===== src/design/srsr_pkg.sv =====
// Shared package for the stable record sort ranker.
// Holds the store size, the field widths and the record type that the front,
// queue and back modules use. It depends on nothing.
package srsr_pkg;

  // Store capacity. The block is built for any value from 2 to 31.
  localparam int MaxRecords = 16;

  // Depth of the queue between the front and back parts. It is a power of two.
  localparam int QueueDepth = 4;

  // Field widths.
  localparam int IdW   = 10;
  localparam int TimeW = 16;
  localparam int RankW = 5;

  // Derived widths: the store index and a count that can hold MaxRecords itself.
  localparam int IdxW  = $clog2(MaxRecords);
  localparam int CntW  = $clog2(MaxRecords + 1);
  localparam int QPtrW = $clog2(QueueDepth);

  // One classified record as it travels from the front to the back.
  typedef struct packed {
    logic [IdW-1:0]   id;
    logic [TimeW-1:0] time_key;
    logic             set_end;
    logic             keep;     // 0 when the store is already full
  } rec_t;

  // Queue status as the front and back see it.
  typedef struct packed {
    logic full;
    logic empty;
  } q_status_t;

endpackage


===== src/design/srsr_front.sv =====
// Front part of the stable record sort ranker: accepts input transactions and
// classifies each record as kept or dropped against the store capacity.
// Depends on srsr_pkg.
module srsr_front import srsr_pkg::*; (
  input  logic             clk_i,
  input  logic             rst_ni,
  input  logic             start,
  output logic             busy,
  input  logic [IdW-1:0]   athlete_id_i,
  input  logic [TimeW-1:0] time_tenths_i,
  input  logic             set_end_i,
  input  q_status_t        q_status_i,
  output logic             push_o,
  output rec_t             rec_o
);

  logic [CntW-1:0] cnt_q, cnt_d;
  logic            keep;

  // The block stalls the sender only while the queue is full.
  assign busy   = q_status_i.full;
  assign push_o = start && !q_status_i.full;

  // A record is kept while fewer than a full store are counted in this set.
  assign keep = (cnt_q < CntW'(MaxRecords));

  assign rec_o.id       = athlete_id_i;
  assign rec_o.time_key = time_tenths_i;
  assign rec_o.set_end  = set_end_i;
  assign rec_o.keep     = keep;

  // Count of kept records in the current set; a closing record restarts it.
  always_comb begin
    cnt_d = cnt_q;
    if (push_o) begin
      if (set_end_i) begin
        cnt_d = '0;
      end else if (keep) begin
        cnt_d = cnt_q + CntW'(1);
      end
    end
  end

  always_ff @(posedge clk_i or negedge rst_ni) begin
    if (!rst_ni) begin
      cnt_q <= '0;
    end else begin
      cnt_q <= cnt_d;
    end
  end

endmodule


===== src/design/srsr_queue.sv =====
// Short queue of classified records between the front and back parts.
// Depends on srsr_pkg for the record type and the depth.
module srsr_queue import srsr_pkg::*; (
  input  logic      clk_i,
  input  logic      rst_ni,
  input  logic      push_i,
  input  rec_t      rec_i,
  input  logic      pop_i,
  output rec_t      rec_o,
  output q_status_t status_o
);

  rec_t            mem_q [QueueDepth];
  logic [QPtrW-1:0] wr_ptr_q, rd_ptr_q;
  logic [QPtrW:0]   fill_q, fill_d;
  logic             do_push, do_pop;

  assign status_o.full  = (fill_q == (QPtrW+1)'(QueueDepth));
  assign status_o.empty = (fill_q == '0);

  assign do_push = push_i && !status_o.full;
  assign do_pop  = pop_i && !status_o.empty;

  assign rec_o = mem_q[rd_ptr_q];

  // Fill level follows pushes and pops.
  always_comb begin
    fill_d = fill_q;
    if (do_push && !do_pop) begin
      fill_d = fill_q + (QPtrW+1)'(1);
    end else if (do_pop && !do_push) begin
      fill_d = fill_q - (QPtrW+1)'(1);
    end
  end

  always_ff @(posedge clk_i or negedge rst_ni) begin
    if (!rst_ni) begin
      wr_ptr_q <= '0;
      rd_ptr_q <= '0;
      fill_q   <= '0;
    end else begin
      fill_q <= fill_d;
      if (do_push) begin
        wr_ptr_q <= wr_ptr_q + QPtrW'(1);
      end
      if (do_pop) begin
        rd_ptr_q <= rd_ptr_q + QPtrW'(1);
      end
    end
  end

  // Queue entries carry payload only.
  always_ff @(posedge clk_i) begin
    if (do_push) begin
      mem_q[wr_ptr_q] <= rec_i;
    end
  end

endmodule


===== src/design/srsr_back.sv =====
// Back part of the stable record sort ranker: loads records from the queue,
// sorts them by odd-even transposition and shifts out the ranked results.
// Depends on srsr_pkg.
module srsr_back import srsr_pkg::*; (
  input  logic             clk_i,
  input  logic             rst_ni,
  input  q_status_t        q_status_i,
  input  rec_t             rec_i,
  output logic             pop_o,
  output logic             result_valid_o,
  output logic [RankW-1:0] rank_o,
  output logic [IdW-1:0]   out_id_o,
  output logic [TimeW-1:0] out_time_o,
  output logic             last_result_o,
  output logic             overflowed_o
);

  localparam logic [1:0] StLoad = 2'd0;
  localparam logic [1:0] StSort = 2'd1;
  localparam logic [1:0] StEmit = 2'd2;

  logic [1:0]       state_q, state_d;
  logic [CntW-1:0]  cnt_q, cnt_d;
  logic [CntW-1:0]  emit_q, emit_d;
  logic [IdxW-1:0]  pass_q, pass_d;
  logic             drop_q, drop_d;
  logic             last;
  logic [CntW+RankW-1:0] rank_wide;

  logic [TimeW-1:0] key_q [MaxRecords];
  logic [TimeW-1:0] key_d [MaxRecords];
  logic [IdW-1:0]   id_q  [MaxRecords];
  logic [IdW-1:0]   id_d  [MaxRecords];

  assign pop_o = (state_q == StLoad) && !q_status_i.empty;
  assign last  = ((emit_q + CntW'(1)) == cnt_q);

  // Results come straight from the head of the store.
  assign rank_wide      = (CntW+RankW)'(emit_q) + (CntW+RankW)'(1);
  assign result_valid_o = (state_q == StEmit);
  assign rank_o         = rank_wide[RankW-1:0];
  assign out_id_o       = id_q[0];
  assign out_time_o     = key_q[0];
  assign last_result_o  = (state_q == StEmit) && last;
  assign overflowed_o   = drop_q;

  // Sequencer: load until a closing record, sort a fixed number of passes,
  // then emit one ranked record per cycle.
  always_comb begin
    state_d = state_q;
    cnt_d   = cnt_q;
    emit_d  = emit_q;
    pass_d  = pass_q;
    drop_d  = drop_q;
    unique case (state_q)
      StLoad: begin
        if (pop_o) begin
          if (rec_i.keep) begin
            cnt_d = cnt_q + CntW'(1);
          end else begin
            drop_d = 1'b1;
          end
          if (rec_i.set_end) begin
            state_d = StSort;
            pass_d  = '0;
          end
        end
      end
      StSort: begin
        pass_d = pass_q + IdxW'(1);
        if (pass_q == IdxW'(MaxRecords - 1)) begin
          state_d = StEmit;
          emit_d  = '0;
        end
      end
      StEmit: begin
        emit_d = emit_q + CntW'(1);
        if (last) begin
          state_d = StLoad;
          cnt_d   = '0;
          drop_d  = 1'b0;
        end
      end
      default: begin
        state_d = StLoad;
      end
    endcase
  end

  // Store datapath: write at the fill position, compare-swap neighbor pairs
  // of one parity per sort cycle, or shift toward the head while emitting.
  // Only held entries swap, and only on a greater key; equal keys never pass.
  always_comb begin
    key_d = key_q;
    id_d  = id_q;
    unique case (state_q)
      StLoad: begin
        if (pop_o && rec_i.keep) begin
          key_d[cnt_q[IdxW-1:0]] = rec_i.time_key;
          id_d[cnt_q[IdxW-1:0]]  = rec_i.id;
        end
      end
      StSort: begin
        for (int k = 0; k < MaxRecords - 1; k++) begin
          if ((((k & 1) == 1) == pass_q[0]) && (CntW'(k + 1) < cnt_q) &&
              (key_q[k] > key_q[k+1])) begin
            key_d[k]   = key_q[k+1];
            key_d[k+1] = key_q[k];
            id_d[k]    = id_q[k+1];
            id_d[k+1]  = id_q[k];
          end
        end
      end
      StEmit: begin
        for (int k = 0; k < MaxRecords - 1; k++) begin
          key_d[k] = key_q[k+1];
          id_d[k]  = id_q[k+1];
        end
      end
      default: begin
        key_d = key_q;
      end
    endcase
  end

  always_ff @(posedge clk_i or negedge rst_ni) begin
    if (!rst_ni) begin
      state_q <= StLoad;
      cnt_q   <= '0;
      emit_q  <= '0;
      pass_q  <= '0;
      drop_q  <= 1'b0;
    end else begin
      state_q <= state_d;
      cnt_q   <= cnt_d;
      emit_q  <= emit_d;
      pass_q  <= pass_d;
      drop_q  <= drop_d;
    end
  end

  // The record store holds payload only.
  always_ff @(posedge clk_i) begin
    key_q <= key_d;
    id_q  <= id_d;
  end

endmodule


===== src/design/stable_record_sort_ranker.sv =====
// Top level of the stable record sort ranker: front classifier, record queue
// and sorting back part. Depends on srsr_pkg, srsr_front, srsr_queue, srsr_back.
//
//   channel   handshake                 payload
//   --------  ------------------------  ---------------------------------------
//   records   start, busy               athlete_id_i, time_tenths_i, set_end_i
//   results   result_valid_o (strobe)   rank_o, out_id_o, out_time_o,
//                                       last_result_o, overflowed_o
//
// A record transaction is taken at any edge with start high and busy low; busy
// rises only while the four-entry queue is full.
// While loading, the back part moves one record per cycle from the queue into
// the store when the queue holds one. A closing record starts the odd-even sort
// passes over the store, after which the n held records leave one per cycle.
// Records of the next set wait in the queue meanwhile.
// Reset is asynchronous and empties the queue and the store count.
// Each result is shown for one cycle only; the receiver cannot stall.
module stable_record_sort_ranker import srsr_pkg::*; (
  input  logic             clk_i,
  input  logic             rst_ni,
  input  logic             start,
  output logic             busy,
  input  logic [IdW-1:0]   athlete_id_i,
  input  logic [TimeW-1:0] time_tenths_i,
  input  logic             set_end_i,
  output logic             result_valid_o,
  output logic [RankW-1:0] rank_o,
  output logic [IdW-1:0]   out_id_o,
  output logic [TimeW-1:0] out_time_o,
  output logic             last_result_o,
  output logic             overflowed_o
);

  q_status_t q_status;
  rec_t      front_rec, back_rec;
  logic      push, pop;

  srsr_front u_front (
    .clk_i         (clk_i),
    .rst_ni        (rst_ni),
    .start         (start),
    .busy          (busy),
    .athlete_id_i  (athlete_id_i),
    .time_tenths_i (time_tenths_i),
    .set_end_i     (set_end_i),
    .q_status_i    (q_status),
    .push_o        (push),
    .rec_o         (front_rec)
  );

  srsr_queue u_queue (
    .clk_i    (clk_i),
    .rst_ni   (rst_ni),
    .push_i   (push),
    .rec_i    (front_rec),
    .pop_i    (pop),
    .rec_o    (back_rec),
    .status_o (q_status)
  );

  srsr_back u_back (
    .clk_i          (clk_i),
    .rst_ni         (rst_ni),
    .q_status_i     (q_status),
    .rec_i          (back_rec),
    .pop_o          (pop),
    .result_valid_o (result_valid_o),
    .rank_o         (rank_o),
    .out_id_o       (out_id_o),
    .out_time_o     (out_time_o),
    .last_result_o  (last_result_o),
    .overflowed_o   (overflowed_o)
  );

endmodule


===== config.mk =====
export PLATFORM = sky130hd
export DESIGN_NAME = stable_record_sort_ranker
export DESIGN_NICKNAME = d
export VERILOG_FILES = /design/src/design/srsr_pkg.sv /design/src/design/srsr_front.sv /design/src/design/srsr_queue.sv /design/src/design/srsr_back.sv /design/src/design/stable_record_sort_ranker.sv
export SDC_FILE = /design/constraint.sdc
export NUM_CORES = 2
export LEC_CHECK = 0
export BUFFER_PORTS_ARGS = -buffer_cell sky130_fd_sc_hd__buf_2
export CAP_MARGIN = 10
export CORE_MARGIN = 2
export CORE_UTILIZATION = 57
export CTS_BUF_LIST = sky130_fd_sc_hd__clkbuf_4 sky130_fd_sc_hd__clkbuf_8 sky130_fd_sc_hd__clkbuf_16
export CTS_CLUSTER_DIAMETER = 150
export DETAILED_ROUTE_END_ITERATION = 6
export GPL_ROUTABILITY_DRIVEN = 0
export PLACE_DENSITY = 0.83
export SETUP_SLACK_MARGIN = 0.2
export SLEW_MARGIN = 20
export SYNTH_ARGS = -nofsm -noshare
export SYNTH_HDL_FRONTEND = slang
export SYNTH_SLANG_ARGS = --single-unit

===== constraint.sdc =====
create_clock -name clk_i -period 6.5 [get_ports clk_i]
set_clock_uncertainty 0.15 [all_clocks]
set_input_delay 1.625 -clock clk_i [delete_from_list [all_inputs] [get_ports clk_i]]
set_output_delay 1.625 -clock clk_i [all_outputs]
set_load 0.05 [all_outputs]

=== After elaboration in Yosys (flattened, before gate mapping) ===
Memory sizes are Yosys's and may differ from the RTL's.
Index checks and enable logic that the tools add are counted.

* Order comparisons: 33
* Bitwise gates (word level): 2
* Equality and inequality tests: 28
* Reductions and logical operators: 73
* Add/subtract/negate cells: 9
* Muxes and demuxes: 73

{| class="wikitable"
|+ Operators with widths
! cell !! number
|-
| $pmux 240 s3 || 1
|-
| $mux 32 || 19
|-
| $pmux 150 s3 || 1
|-
| $mux 20 || 18
|-
| $bwmux 256 || 1
|-
| $mux 256 || 1
|-
| $gt 16x16->1 || 15
|-
| $bwmux 160 || 1
|-
| $mux 160 || 1
|-
| $demux 16 s4 || 1
|-
| $reduce_and 3->1 || 17
|-
| $ne 3x1->1 const B || 14
|-
| $demux 10 s4 || 1
|-
| $lt 4x5->1 const A || 8
|-
| $logic_and 1x1->1 || 39
|-
| $pmux 16 s2 || 1
|-
| $mux 5 || 6
|-
| $add 5x1->5 const B || 4
|-
| $lt 3x5->1 const A || 4
|-
| $pmux 10 s2 || 1
|-
| $pmux 5 s2 || 2
|-
| $mux 16 || 1
|-
| $ne 2x1->1 const B || 6
|-
| $reduce_and 4->1 || 3
|-
| other kinds (31) || 52
|}

* Memories kept: 1
* Input bits: 30
* Memory bits (writable): 112
* Register bits: 445

{| class="wikitable"
|+ Memories
! memory !! words !! bits a word !! rd ports !! clocked after Yosys merged registers in !! write ports !! line !! source
|-
| u_queue.mem_q || 4 || 28 || 1 || 0 || 1 || srsr_queue.sv:13 || <nowiki>rec_t mem_q [QueueDepth];</nowiki>
|}

=== Logic depth before layout (Yosys ltp) ===
* Depth in word-level cells: 23
* Depth in mapped cells: 11

=== Modules after synthesis ===
A second synthesis with hierarchy kept.

* Cells, all modules: 2789
* Area, all modules: 32040.7 µm²

{| class="wikitable"
|+ By module, submodules not included
! module !! instances !! seq. area each (µm²) !! cells each !! area an instance (µm²)
|-
| srsr_back || 1 || 12917.4 || 2551 || 27088.5
|-
| srsr_queue || 1 || 3538.4 || 182 || 4456.8
|-
| srsr_front || 1 || 125.1 || 56 || 495.5
|}

=== Worst setup path after synthesis ===
OpenSTA, ideal clock, no wires.

* Path type: register -> register
* Start: reg u_back.key_q[107] (netlist name)
* End: reg u_back.id_q[60] (netlist name) (enable)
* Required time: 5.893 ns
* Period minus slack after synthesis: 4.679 ns
* Cell stages (with the launch flop): 10
* Setup time: 0.457 ns
* Slack: 1.821 ns
* Arrival time: 4.072 ns
* Path through: edfxtp_1 inv_1 ha_1 nand2_1 or3_1 a211oi_1 o31ai_1 clkbuf_1 buf_1 a311oi_1

* Cells in the longest elaborated chain, start to end: 4

{| class="wikitable"
|+ Ends and longest elaborated chain
! element !! line !! source
|-
| start: declaration || srsr_back.sv:30 || <nowiki>logic [TimeW-1:0] key_q [MaxRecords];</nowiki>
|-
| start signal: assignment || srsr_back.sv:144 || <nowiki>key_q <= key_d;</nowiki>
|-
| $gt 16x16->1 || srsr_back.sv:106 || <nowiki>(key_q[k] > key_q[k+1])) begin</nowiki>
|-
| $logic_and 1x1->1 || srsr_back.sv:105 || <nowiki>if ((((k & 1) == 1) == pass_q[0]) && (CntW'(k + 1) < cnt_q) &&</nowiki>
|-
| $ne 3x1->1 (no source line) (*) || n/a ||
|-
| $reduce_and 3->1 (no source line) (*) || n/a ||
|-
| end signal: assignment || srsr_back.sv:145 || <nowiki>id_q <= id_d;</nowiki>
|-
| end: declaration || srsr_back.sv:32 || <nowiki>logic [IdW-1:0] id_q [MaxRecords];</nowiki>
|}

Mark *: on every way between the ends. The rest lies on a longest branch, timed or not.
A chain may end at the register's enable or synchronous reset.

=== Final worst setup path ===
* Start: reg u_back.cnt_q[4]
* End: out last_result_o

* Cells in the longest elaborated chain, start to end: 2

{| class="wikitable"
|+ Ends and longest elaborated chain
! element !! line !! source
|-
| start: declaration || srsr_back.sv:23 || <nowiki>logic [CntW-1:0] cnt_q, cnt_d;</nowiki>
|-
| start signal: assignment || srsr_back.sv:135 || <nowiki>cnt_q <= cnt_d;</nowiki>
|-
| $eq 5x5->1 || srsr_back.sv:36 || <nowiki>assign last = ((emit_q + CntW'(1)) == cnt_q);</nowiki>
|-
| $logic_and 1x1->1 || srsr_back.sv:44 || <nowiki>assign last_result_o = (state_q == StEmit) && last;</nowiki>
|-
| end: declaration || stable_record_sort_ranker.sv:30 || <nowiki>output logic last_result_o,</nowiki>
|}

No other way between the ends.

==> impl_metrics.yaml <==
finish:
  multiInputGateArea_sq_mm: 0.01502
  area_growth_pct: 9.442
  final_cell_mix: "edfxtp_1 (528), nand2_1 (319), inv_1 (285)"
  mostFrequentLayoutCell: "edfxtp_1"
  fillers: 4199
  nets: 3412
  antennaDiodeCount: 0
  drive_gt1_share_pct: 10.03
  seq_area_sq_mm: 0.01658
timing:
  setup_viol: 0
  max_freq_mhz: 194.5
  slew_headroom_pct: 11.70
  tightest_slew_ns: 1.319
  slew_viol_final: 0
  hold_viol: 0
  tns_ns: 0
  rsz0062_at_grt: "no"
  fin_crit_sh_pct: 79.09
  fin_crit_ns: 5.141
global_route:
  grt_usage_pct: 34.04
  overflow: 0
  grt_max_degree: 95
  grt_pass1_wl_um: 158800
  antenna_found_initial: 2
  grt_pass1_vias: 27380
clock_tree:
  cts_resized: 0
  cts_hold_buf: 0
  clock_latency_ns: 0.67
  clock_path_buffers: 3
  cts_setup_buffers: 0
  clk_pin_slew_ns: 0.06
  cts_buffers: 55
  htreeDepth: 2
  clock-sinks: 557
  root_buffer: "clkbuf_16"
  cts_tree: "built"
synthesis:
  synth_cell_types: 73
  synth_seq_cells: 557
  synth_edf_count: 528
  synth_top_family_by_area: "compound AO/OA/AOI/OAI gates"
  syn_inst: 3172
  ys_async_sr_fraction_pct: 5.206
  syn_area_per_cell_sq_um: 10.49
  synth-adder-area-share_pct: 9.691
  synth-compound-area-share_pct: 19.95
  synthXorXnorAreaFrac_pct: 0.4101
  netlist_area_sq_mm: 0.03326
  synth_flop_cell: "edfxtp_1"
  syn-num-nets: 3459
  yosys.area_share.simple_pct: 11.84
  ys_warn_count: 0
  ys_seq_area_share_pct: 49.85
  synthMuxAreaShare_pct: 1.930
floorplan:
  core_sq_mm: 0.05770
  fp.dieArea_sq_mm: 0.06030
  die_w_um: 245.6
  fp-row-count: 88
  ios: 65
  die_y_um: 245.6
  initial_core_util_pct: 57.65
worst_setup_path:
  slowest_delay_ns: 0.69
  cp.arrival_ns: 3.37
  endpoint_kind: "primary output"
  reg2reg_depth: 7
  cp.depth: 6
  crit_buf_inv: 3
  crit_top_cell: "inv_1"
  required_ns: 4.72
  endpoint: "last_result_o"
  start_kind: "flip-flop"
  r2r_slack_ns: 2.53
  crit_fanout: 9
  rr_startpoint: "u_back.state_q[0]"
  path_cells: "inv_1, xnor3_1, nor4b_1, nand3_1, inv_1, buf_2"
  timing.rr.end: "u_back.out_id_o[9]"
  crit_type: "reg -> out"
  crit_slowest_cell: "dfrtp_1"
  crit_family: "buffers and inverters"
  startpoint: "u_back.cnt_q[4]"
hold_path:
  hold_path_class: "reg -> reg"
outcome:
  violations: "DRC"
  status: "finished, violations left"
drt:
  drc: 31
  wl_um: 105000
  ant_nets: 0
  dr.pass1.iters: 7
  via_per_inst: 7.273
  vias: 28640
  dr.first_iter.drc_count: 5110
  wire_per_inst_um: 26.68
placed_design:
  dpl.hpwl_um: 70190
  place.port_buffers: 64
job:
  maxCapViolCount: 0
## final cells by class
class,instances,share of cell area (%)
sequential,557,45.56
multi-input combinational,2092,41.26
clock buffer,61,3.905
inverter,286,2.949
tap,765,2.630
timing repair buffer,133,2.303
clock inverter,43,1.396
## registers in the layout (all words and copies together), names as in the netlist
register / count
u_back.out_id_o: 10
u_back.overflowed_o: 1
u_queue.rd_ptr_q: 2
u_back.id_q: 150
u_back.state_q: 2
u_back.cnt_q: 5
u_back.out_time_o: 16
u_back.pass_q: 4
u_back.emit_q: 5
u_back.key_q: 240
u_queue.mem_q: 112
u_front.cnt_q: 5
u_queue.wr_ptr_q: 2
u_queue.fill_q: 3
## worst min path at each step
stage,slack (ns),startpoint,to,cells past startpoint
2_1_floorplan,0.32,u_queue.fill_q[2],u_queue.fill_q[2],1
3_3_place_gp,0.34,u_queue.fill_q[2],u_queue.fill_q[2],1
3_5_place_dp,0.35,u_queue.fill_q[2],u_queue.fill_q[2],1
4_1_cts,0.37,u_queue.fill_q[2],u_queue.fill_q[2],1
5_1_grt,0.40,u_queue.fill_q[2],u_queue.fill_q[2],1
6_report,0.37,u_queue.fill_q[2],u_queue.fill_q[2],1
## worst register-to-register path: stages, from the launching register on
cell and delay, ns:
dfrtp_1 0.41, inv_1 0.11, ha_4 0.29, buf_4 0.74
nand2_1 0.77, nand2_1 0.98, nand2_1 0.18, o21ai_0 0.15
## Yosys cell counts, drive strengths merged (9+ instances only)
master / number / area (sq um)
nor2b: 22 / 137.6
edfxtp: 528 / 15860
o2111ai: 37 / 324.1
or2: 11 / 68.82
a2111oi: 9 / 86.33
nor4: 10 / 62.56
a21o: 12 / 90.09
nor2: 248 / 930.9
o211ai: 47 / 352.8
a21oi: 146 / 742.0
a31oi: 9 / 62.56
nor3: 15 / 75.07
clkbuf: 177 / 664.4
nand3: 95 / 475.5
o21ai: 193 / 965.9
a2bb2oi: 26 / 227.7
nand2: 319 / 1197
ha: 256 / 3203
a211oi: 14 / 105.1
mux2i: 27 / 270.3
o221ai: 96 / 840.8
inv: 286 / 1074
a311oi: 13 / 120.1
o22ai: 27 / 168.9
and2: 10 / 62.56
nand4: 110 / 688.2
dfrtp: 29 / 725.7
a221o: 209 / 2092
mux2: 29 / 326.6
o21a: 10 / 75.07
buf: 60 / 365.4
## metrics by stage
stage | hold slack (ns) | area (sq um) | std cells | setup WS, ns | utilization [%]
floorplan | 0.3188 | 33260 | 3172 | 1.821 | -
global route | 0.4006 | 36400 | 3937 | 1.253 | 63.09
global placement | 0.3374 | 34420 | 3833 | 2.384 | 59.66
finish | 0.3669 | 36400 | 3937 | 1.359 | 63.09
detailed placement | 0.3495 | 34470 | 3833 | 2.127 | 59.74
CTS | 0.3657 | 36390 | 3937 | 1.446 | 63.08
## per-layer routing
metal	global-route usage [%]	vias up	wire (um)
li1	-	12070	-
met1	43.16	13530	35950
met2	52.25	2535	46210
met3	10.37	499	16010
met4	18.59	0	6885
met5	0	-	0
## kinds of logic after synthesis
group | count (synthesis)
mux | 58
xor+xnor | 14
fa+ha+maj | 257
compound gates | 890
buf+inv | 523
flops | 557
simple gates | 873
Power is left out: the tool's default activity adds up to more than one toggle a clock period on the data nets, which glitch-free logic cannot reach.
